File: config.mk
export PLATFORM = sky130hd
export DESIGN_NAME = distinct_key_frame_counter
export DESIGN_NICKNAME = d
export VERILOG_FILES = /design/src/hdl/dkfc_pkg.sv /design/src/hdl/distinct_key_frame_counter.sv /design/src/hdl/dkfc_front.sv /design/src/hdl/dkfc_queue.sv /design/src/hdl/dkfc_engine.sv
export SDC_FILE = /design/constraint.sdc
export NUM_CORES = 2
export LEC_CHECK = 0
export ABC_AREA = 1
export BUFFER_PORTS_ARGS = -buffer_cell sky130_fd_sc_hd__clkbuf_2
export CAP_MARGIN = 10
export CORE_MARGIN = 8
export CORE_UTILIZATION = 25
export DETAILED_ROUTE_END_ITERATION = 8
export PLACE_DENSITY_LB_ADDON = 0.05
export REMOVE_ABC_BUFFERS = 1
export SETUP_SLACK_MARGIN = 0.4
export SLEW_MARGIN = 0
export SYNTH_ARGS = -nofsm -noshare
export SYNTH_HDL_FRONTEND = slang
export SYNTH_SLANG_ARGS = --single-unit
File: constraint.sdc
create_clock -name clk -period 10.2 [get_ports clk]
set_input_delay 0.51 -clock clk [delete_from_list [all_inputs] [get_ports clk]]
set_output_delay 0.51 -clock clk [all_outputs]
set_load 0.05 [all_outputs]
File: src/hdl/dkfc_pkg.sv
// Shared types and constants for the distinct key frame counter.
`timescale 1ns / 1ps
package dkfc_pkg;

    localparam int SERIAL_W = 24;
    localparam int IDX_W    = 6;
    localparam int FRAMES_W = 32;
    localparam int TOTAL_W  = 7;
    localparam int OUTC_W   = 3;

    localparam logic REQ_NOTE = 1'b0;
    localparam logic REQ_READ = 1'b1;

    localparam logic [OUTC_W-1:0] OC_COUNTED    = 3'd0;
    localparam logic [OUTC_W-1:0] OC_INSERTED   = 3'd1;
    localparam logic [OUTC_W-1:0] OC_DROPPED    = 3'd2;
    localparam logic [OUTC_W-1:0] OC_READ_OK    = 3'd3;
    localparam logic [OUTC_W-1:0] OC_READ_EMPTY = 3'd4;

    typedef struct packed {
        logic                kind;
        logic [SERIAL_W-1:0] serial;
        logic [IDX_W-1:0]    index;
    } req_t;

    typedef struct packed {
        logic [OUTC_W-1:0]   outcome;
        logic [IDX_W-1:0]    pos;
        logic [SERIAL_W-1:0] serial;
        logic [FRAMES_W-1:0] frames;
        logic [TOTAL_W-1:0]  total;
    } result_t;

endpackage

File: src/hdl/distinct_key_frame_counter.sv
// Top level of the distinct key frame counter.
// Usage:
//   Slave channel s_*: one request per transfer. tuser selects the request
//   (0 note a serial, 1 read an entry); tdata carries serial and index.
//   Master channel m_*: exactly one result per request, in request order.
//   tuser carries the outcome; tdata carries position, serial, frame count
//   and the number of distinct serials held.
// Operation:
//   A note request walks the filled entries one per cycle through the
//   single read port of the serial/count memories, up to the matching
//   position, or the last filled position when no entry matches. A note
//   into an empty table and a read beyond the fill level need no memory
//   read. The engine takes a new request only when idle with its result
//   register free, so each note or read is finished before the next starts.
// Reset: the table is emptied (fill level cleared); no clearing pass.
// Stall: a held result stops the engine; up to three further requests are
//   absorbed by the input register and queue before s_tready drops.
`timescale 1ns / 1ps
module distinct_key_frame_counter
    import dkfc_pkg::*;
#(
    parameter int CAPACITY = 64
)
(
    input  logic        clk,
    input  logic        rst_n,
    input  logic        s_tvalid,
    output logic        s_tready,
    input  logic [31:0] s_tdata,  // serial[23:0], index[29:24], zero[31:30]
    input  logic [0:0]  s_tuser,  // req_type[0]
    output logic        m_tvalid,
    input  logic        m_tready,
    output logic [71:0] m_tdata,  // entry_pos[5:0], entry_serial[29:6],
                                  // entry_frames[61:30], distinct_total[68:62], zero
    output logic [2:0]  m_tuser   // outcome[2:0]
);

    logic    push_valid;
    logic    push_ready;
    req_t    push_req;
    logic    pop_valid;
    logic    pop_ready;
    req_t    pop_req;
    result_t res;

    dkfc_front u_front
    (
        .clk        (clk),
        .rst_n      (rst_n),
        .s_tvalid   (s_tvalid),
        .s_tready   (s_tready),
        .s_tdata    (s_tdata),
        .s_tuser    (s_tuser),
        .push_valid (push_valid),
        .push_ready (push_ready),
        .push_req   (push_req)
    );

    dkfc_queue u_queue
    (
        .clk        (clk),
        .rst_n      (rst_n),
        .push_valid (push_valid),
        .push_ready (push_ready),
        .push_req   (push_req),
        .pop_valid  (pop_valid),
        .pop_ready  (pop_ready),
        .pop_req    (pop_req)
    );

    dkfc_engine #(
        .CAPACITY (CAPACITY)
    ) u_engine
    (
        .clk       (clk),
        .rst_n     (rst_n),
        .req_valid (pop_valid),
        .req_ready (pop_ready),
        .req       (pop_req),
        .res_valid (m_tvalid),
        .res_ready (m_tready),
        .res       (res)
    );

    assign m_tuser = res.outcome;
    assign m_tdata = {3'b000, res.total, res.frames, res.serial, res.pos};

endmodule

File: src/hdl/dkfc_front.sv
// Input stage: takes request transfers, decodes them and hands them to the queue.
`timescale 1ns / 1ps
module dkfc_front
    import dkfc_pkg::*;
(
    input  logic        clk,
    input  logic        rst_n,
    input  logic        s_tvalid,
    output logic        s_tready,
    input  logic [31:0] s_tdata,
    input  logic [0:0]  s_tuser,
    output logic        push_valid,
    input  logic        push_ready,
    output req_t        push_req
);

    logic hold_valid_reg;
    logic hold_valid_next;
    req_t hold_reg;
    req_t dec_req;

    always_comb
    begin
        dec_req.kind   = (s_tuser[0] == REQ_READ) ? REQ_READ : REQ_NOTE;
        dec_req.serial = s_tdata[SERIAL_W-1:0];
        dec_req.index  = s_tdata[SERIAL_W+IDX_W-1:SERIAL_W];
    end

    assign s_tready   = !hold_valid_reg || push_ready;
    assign push_valid = hold_valid_reg;
    assign push_req   = hold_reg;

    always_comb
    begin
        hold_valid_next = hold_valid_reg && !push_ready;
        if (s_tvalid && s_tready)
        begin
            hold_valid_next = 1'b1;
        end
    end

    always_ff @(posedge clk or negedge rst_n)
    begin
        if (!rst_n)
        begin
            hold_valid_reg <= 1'b0;
        end
        else
        begin
            hold_valid_reg <= hold_valid_next;
        end
    end

    always_ff @(posedge clk)
    begin
        if (s_tvalid && s_tready)
        begin
            hold_reg <= dec_req;
        end
    end

endmodule

File: src/hdl/dkfc_queue.sv
// Two-entry request queue between the input stage and the table engine.
`timescale 1ns / 1ps
module dkfc_queue
    import dkfc_pkg::*;
(
    input  logic clk,
    input  logic rst_n,
    input  logic push_valid,
    output logic push_ready,
    input  req_t push_req,
    output logic pop_valid,
    input  logic pop_ready,
    output req_t pop_req
);

    req_t       slot_reg [2];
    logic       wr_ptr_reg;
    logic       wr_ptr_next;
    logic       rd_ptr_reg;
    logic       rd_ptr_next;
    logic [1:0] count_reg;
    logic [1:0] count_next;
    logic       do_push;
    logic       do_pop;

    assign push_ready = (count_reg != 2'd2);
    assign pop_valid  = (count_reg != 2'd0);
    assign pop_req    = slot_reg[rd_ptr_reg];
    assign do_push    = push_valid && push_ready;
    assign do_pop     = pop_valid && pop_ready;

    always_comb
    begin
        wr_ptr_next = do_push ? !wr_ptr_reg : wr_ptr_reg;
        rd_ptr_next = do_pop ? !rd_ptr_reg : rd_ptr_reg;
        count_next  = count_reg;
        if (do_push && !do_pop)
        begin
            count_next = count_reg + 2'd1;
        end
        else if (do_pop && !do_push)
        begin
            count_next = count_reg - 2'd1;
        end
    end

    always_ff @(posedge clk or negedge rst_n)
    begin
        if (!rst_n)
        begin
            wr_ptr_reg <= 1'b0;
            rd_ptr_reg <= 1'b0;
            count_reg  <= 2'd0;
        end
        else
        begin
            wr_ptr_reg <= wr_ptr_next;
            rd_ptr_reg <= rd_ptr_next;
            count_reg  <= count_next;
        end
    end

    always_ff @(posedge clk)
    begin
        if (do_push)
        begin
            slot_reg[wr_ptr_reg] <= push_req;
        end
    end

endmodule

File: src/hdl/dkfc_engine.sv
// Table engine: serial/count memories, linear search, update and result register.
`timescale 1ns / 1ps
module dkfc_engine
    import dkfc_pkg::*;
#(
    parameter int CAPACITY = 64
)
(
    input  logic    clk,
    input  logic    rst_n,
    input  logic    req_valid,
    output logic    req_ready,
    input  req_t    req,
    output logic    res_valid,
    input  logic    res_ready,
    output result_t res
);

    localparam int AW = (CAPACITY > 1) ? $clog2(CAPACITY) : 1;
    localparam int CW = $clog2(CAPACITY + 1);
    localparam int IW = (CW > IDX_W) ? CW : IDX_W;

    localparam logic [1:0] ST_IDLE = 2'd0;
    localparam logic [1:0] ST_SCAN = 2'd1;
    localparam logic [1:0] ST_READ = 2'd2;

    logic [SERIAL_W-1:0] key_mem [CAPACITY];
    logic [FRAMES_W-1:0] cnt_mem [CAPACITY];
    logic [SERIAL_W-1:0] key_rd_reg;
    logic [FRAMES_W-1:0] cnt_rd_reg;

    logic [1:0]          state_reg;
    logic [1:0]          state_next;
    logic [CW-1:0]       fill_reg;
    logic [CW-1:0]       fill_next;
    logic [AW-1:0]       issue_reg;
    logic [AW-1:0]       issue_next;
    req_t                req_reg;
    req_t                req_next;
    logic                out_valid_reg;
    logic                out_valid_next;
    result_t             out_reg;
    result_t             out_next;

    logic [AW-1:0]       rd_addr;
    logic                mem_we;
    logic [AW-1:0]       wr_addr;
    logic [SERIAL_W-1:0] wr_key;
    logic [FRAMES_W-1:0] wr_cnt;
    logic                slot_free;
    logic [FRAMES_W-1:0] cnt_inc;

    assign slot_free = !out_valid_reg || res_ready;
    assign req_ready = (state_reg == ST_IDLE) && slot_free;
    assign res_valid = out_valid_reg;
    assign res       = out_reg;
    assign cnt_inc   = cnt_rd_reg + FRAMES_W'(1);

    always_comb
    begin
        state_next     = state_reg;
        fill_next      = fill_reg;
        issue_next     = issue_reg;
        req_next       = req_reg;
        out_valid_next = out_valid_reg && !res_ready;
        out_next       = out_reg;
        rd_addr        = issue_reg;
        mem_we         = 1'b0;
        wr_addr        = issue_reg;
        wr_key         = req_reg.serial;
        wr_cnt         = FRAMES_W'(1);

        case (state_reg)
            ST_IDLE:
            begin
                if (req_valid && slot_free)
                begin
                    req_next = req;
                    if (req.kind == REQ_READ)
                    begin
                        if (IW'(req.index) < IW'(fill_reg))
                        begin
                            rd_addr    = AW'(req.index);
                            issue_next = AW'(req.index);
                            state_next = ST_READ;
                        end
                        else
                        begin
                            out_valid_next   = 1'b1;
                            out_next.outcome = OC_READ_EMPTY;
                            out_next.pos     = '0;
                            out_next.serial  = '0;
                            out_next.frames  = '0;
                            out_next.total   = TOTAL_W'(fill_reg);
                        end
                    end
                    else if (fill_reg == '0)
                    begin
                        mem_we           = 1'b1;
                        wr_addr          = '0;
                        wr_key           = req.serial;
                        fill_next        = CW'(1);
                        out_valid_next   = 1'b1;
                        out_next.outcome = OC_INSERTED;
                        out_next.pos     = '0;
                        out_next.serial  = req.serial;
                        out_next.frames  = FRAMES_W'(1);
                        out_next.total   = TOTAL_W'(1);
                    end
                    else
                    begin
                        rd_addr    = '0;
                        issue_next = '0;
                        state_next = ST_SCAN;
                    end
                end
            end
            ST_SCAN:
            begin
                if (key_rd_reg == req_reg.serial)
                begin
                    mem_we           = 1'b1;
                    wr_addr          = issue_reg;
                    wr_key           = key_rd_reg;
                    wr_cnt           = cnt_inc;
                    out_valid_next   = 1'b1;
                    out_next.outcome = OC_COUNTED;
                    out_next.pos     = IDX_W'(issue_reg);
                    out_next.serial  = key_rd_reg;
                    out_next.frames  = cnt_inc;
                    out_next.total   = TOTAL_W'(fill_reg);
                    state_next       = ST_IDLE;
                end
                else if (CW'(issue_reg) + CW'(1) == fill_reg)
                begin
                    out_valid_next = 1'b1;
                    state_next     = ST_IDLE;
                    if (fill_reg < CW'(CAPACITY))
                    begin
                        mem_we           = 1'b1;
                        wr_addr          = fill_reg[AW-1:0];
                        wr_key           = req_reg.serial;
                        fill_next        = fill_reg + CW'(1);
                        out_next.outcome = OC_INSERTED;
                        out_next.pos     = IDX_W'(fill_reg);
                        out_next.serial  = req_reg.serial;
                        out_next.frames  = FRAMES_W'(1);
                        out_next.total   = TOTAL_W'(fill_reg + CW'(1));
                    end
                    else
                    begin
                        out_next.outcome = OC_DROPPED;
                        out_next.pos     = '0;
                        out_next.serial  = '0;
                        out_next.frames  = '0;
                        out_next.total   = TOTAL_W'(fill_reg);
                    end
                end
                else
                begin
                    issue_next = issue_reg + AW'(1);
                    rd_addr    = issue_reg + AW'(1);
                end
            end
            ST_READ:
            begin
                out_valid_next   = 1'b1;
                out_next.outcome = OC_READ_OK;
                out_next.pos     = req_reg.index;
                out_next.serial  = key_rd_reg;
                out_next.frames  = cnt_rd_reg;
                out_next.total   = TOTAL_W'(fill_reg);
                state_next       = ST_IDLE;
            end
            default:
            begin
                state_next = ST_IDLE;
            end
        endcase
    end

    always_ff @(posedge clk or negedge rst_n)
    begin
        if (!rst_n)
        begin
            state_reg     <= ST_IDLE;
            fill_reg      <= '0;
            out_valid_reg <= 1'b0;
        end
        else
        begin
            state_reg     <= state_next;
            fill_reg      <= fill_next;
            out_valid_reg <= out_valid_next;
        end
    end

    always_ff @(posedge clk)
    begin
        issue_reg <= issue_next;
        req_reg   <= req_next;
        out_reg   <= out_next;
    end

    always_ff @(posedge clk)
    begin
        if (mem_we)
        begin
            key_mem[wr_addr] <= wr_key;
            cnt_mem[wr_addr] <= wr_cnt;
        end
        key_rd_reg <= key_mem[rd_addr];
        cnt_rd_reg <= cnt_mem[rd_addr];
    end

endmodule

==> flow_metrics.py <==
metrics = {
    "setup_path": {
        "worstRegToRegCells": 13,
        "arrival_ns": 7.74,
        "crit_slowest_cell": "nor2_4",
        "path_buf_inv": 5,
        "max_stage_delay_ns": 1.31,
        "r2r-end": "u_engine.cnt_mem[46][22]",
        "path_class": "reg2reg",
        "worstPathCellList": "inv_1 > ha_4 > nor2_1 > nor2_1 > clkinv_1 > nor2_4 > inv_2 > a21oi_4 > o22ai_2 > inv_2 > nand4_1 > nor2_4 > buf_12",
        "cp_max_fo": 58,
        "reg2reg_slack_ns": 3.10,
        "worstPathRequired_ns": 10.84,
        "cp-start-kind": "flop",
        "endpoint_kind": "flop",
        "cp_top_family": "simple AND/OR/NAND/NOR gates",
        "r2r_start": "u_engine.state_reg[1]",
    },
    "place": {
        "gp_congestion": 0.7304,
        "placed_area_um2": 176900,
        "port_buffers": 108,
        "pre_cts_ws_ns": 3.200,
        "dp.cells": 23110,
        "dp_hpwl_um": 366700,
    },
    "layout": {
        "final_cell_area_um2": 191900,
        "area_delta_synth_final_pct": 16.12,
        "utilization_pct": 29.14,
        "drive_above_1_share_pct": 8.095,
        "layout_commonest_cell": "nand2_1",
        "top_register": "u_engine.cnt_mem",
        "largest_register_ffs": 2048,
        "layout.nets": 14970,
        "mostFrequentLayoutCells": "4,649 x nand2_1, 3,779 x edfxtp_1, 3,090 x nand3_1, 1,077 x inv_1, 728 x nand3b_1",
        "stdcell_count": 24030,
    },
    "pwr": {
        "p_int_mw": 36.94,
        "p_leak_nw": 69.83,
        "total_power_mw": 71.94,
        "pwr-share-clk_pct": 22.6,
        "switching_share_pct": 48.66,
        "vdd_drop_max_mv": 0.6415,
        "combPwrFrac_pct": 49.6,
        "power_density_nw_per_um2": 375.0,
        "seqPwrFrac_pct": 27.8,
        "switchingPower_mw": 35.01,
    },
    "cts": {
        "h-tree-depth": 5,
        "clk_pin_slew_worst_paths_ns": 0.06,
        "cts_sinks": 3856,
        "postCtsSetupBuffers": 0,
        "clock_path_buffers": 4,
        "cts-root-buf": "clkbuf_16",
        "cts.hold.buffers_added": 36,
        "cts_tree": "yes",
        "cts_resized": 0,
        "clkLatencyLatePin_ns": 1.10,
        "numCtsBuffers": 477,
    },
    "hold_path": {
        "holdPathEnd": "u_front.push_req[13]",
        "hp-start": "s_tdata[7]",
        "hold_path_class": "in2reg",
        "min_path_cells": 2,
    },
    "routing": {
        "dr_total_vias": 112100,
        "first_iter_violations": 9288,
        "dr.pass1.iters": 5,
        "drc": 0,
        "drt-vias-per-instance": 4.664,
        "finalWirelength_um": 717800,
        "wl_per_cell_um": 29.87,
        "postRouteAntennaNets": 0,
    },
    "timing": {
        "fmax_mhz": 140.8,
        "fin_ws_ns": 3.099,
        "tightest_slew_ns": 1.349,
        "tns_ns": 0,
        "relSlewSlack_pct": 10.07,
        "finalHoldViolations": 0,
        "whs_ns": 0.1715,
        "finalCritPeriodShare_pct": 69.62,
        "period_minus_slack_ns": 7.101,
        "setup_viol": 0,
        "fin_skew_ns": 0.09114,
        "maxSlewViolCount": 0,
        "rsz0062_at_grt": "false",
    },
    "synth": {
        "ys_seq_elements": 3856,
        "syn_area_um2": 165200,
        "synth_flop_cell": "edfxtp_1",
        "yosysWarnings": 0,
        "synthCells": 14900,
        "avgSynthCellArea_um2": 11.09,
        "synth_seq_area_share_pct": 69.66,
        "synth_edf_count": 3779,
        "synth_cell_type_count": 55,
        "async_flop_share_pct": 0.3890,
    },
    "die": {
        "die_h_um": 829.0,
        "die_x_um": 829.0,
        "initial_utilization_pct": 25.09,
        "io_pins": 114,
        "fp.coreArea_um2": 658500,
        "die_area_um2": 687200,
        "row_count": 298,
    },
    "grt": {
        "overflow": 0,
        "grtUsageTotal_pct": 20.11,
        "grt_pass1_vias": 111000,
        "grt_max_degree": 149,
        "grt_first_pass_wirelength_um": 979100,
        "antenna_found_initial": 64,
    },
    "run": {
        "drv_cap": 0,
    },
    "outcome": {
        "outcome": "completed",
    },
}
worst register-to-register path: cells and delay by family, from the launching register on:
kind,cells,cell delay [ns]
AND/OR/NAND/NOR,5,2.93
buffers and inverters,5,1.45
AO/OA/AOI/OAI,2,0.98
adder cells (fa/ha/maj),1,0.71
flip-flops,1,0.42
logic make-up after synthesis:
kind of cell | count (synthesis) | share of synthesized area, %
other | 1 | 0.002270
AOI/OAI and AO/OA | 235 | 0.8406
buffers and inverters | 2071 | 5.385
xor gates and xnor gates | 26 | 0.1378
DFF | 3856 | 69.66
and+or+nand+nor | 8699 | 23.86
adders and majority gates | 16 | 0.1212
layer usage:
metal | part of all wire, % | track usage [%]
met1 | 47 | 28.18
met3 | 3.2 | 1.774
met4 | 2.0 | 3.617
met2 | 48 | 34.12
met5 | 0 | 0
final cells by class:
cell class / instances / area, um2
multi-input cells: 8979 / 42300
clock inverters: 223 / 1723
flip-flops and latches: 3856 / 115100
repair buffers: 501 / 4757
clock buffers: 654 / 12890
well taps: 8700 / 10890
diodes: 11 / 27.53
inverters: 1105 / 4189
fillers: 68290 / 466600
power by group through the flow:
stage / Clock (mW) / Sequential [mW] / Combinational, mW
final: 16.3 / 20.0 / 35.7
after global routing: 17.3 / 20.0 / 39.2
after CTS: 16.8 / 20.0 / 36.5
after detailed placement: 0 / 20.4 / 36.5
after global placement: 0 / 20.4 / 36.6
after floorplan: 0 / 20.7 / 20.6
worst max path at each step:
stage                               start                  endpoint  slack, ns  cells past startpoint
floorplan           u_engine.state_reg[1]    u_engine.cnt_rd_reg[0]     -36.22                     12
global placement    u_engine.state_reg[1]  u_engine.cnt_mem[46][22]       3.19                     13
detailed placement  u_engine.state_reg[1]  u_engine.cnt_mem[46][22]       3.20                     13
CTS                 u_engine.state_reg[1]  u_engine.cnt_mem[46][10]       3.11                     13
global route        u_engine.state_reg[1]  u_engine.cnt_mem[46][22]       2.84                     13
finish              u_engine.state_reg[1]  u_engine.cnt_mem[46][22]       3.10                     13
Yosys cell counts (4+ instances only):
| cell | instances | share of area (%) |
|---|---|---|
| nand2_1 | 4650 | 11 |
| edfxtp_1 | 3779 | 69 |
| nand3_1 | 3095 | 9.4 |
| inv_1 | 1083 | 2.5 |
| nand3b_1 | 728 | 3.3 |
| buf_2 | 592 | 1.8 |
| clkbuf_1 | 231 | 0.52 |
| nor2_1 | 170 | 0.39 |
| o21ai_0 | 91 | 0.28 |
| buf_4 | 70 | 0.32 |
| a21oi_1 | 69 | 0.21 |
| dfxtp_1 | 62 | 0.75 |
| buf_1 | 57 | 0.13 |
| xor2_1 | 25 | 0.13 |
| o22ai_1 | 19 | 0.072 |
| inv_2 | 17 | 0.039 |
| buf_6 | 16 | 0.11 |
| ha_1 | 16 | 0.12 |
| dfrtp_1 | 15 | 0.23 |
| nor3_1 | 13 | 0.039 |
| o211ai_1 | 12 | 0.055 |
| o21a_1 | 10 | 0.045 |
| nand4_1 | 9 | 0.034 |
| or2_2 | 8 | 0.030 |
| a32oi_1 | 7 | 0.037 |
| nor4_1 | 7 | 0.027 |
| clkinv_1 | 5 | 0.011 |
| a211oi_1 | 4 | 0.018 |
| o221ai_1 | 4 | 0.021 |
(Power assumes the default switching activity.)
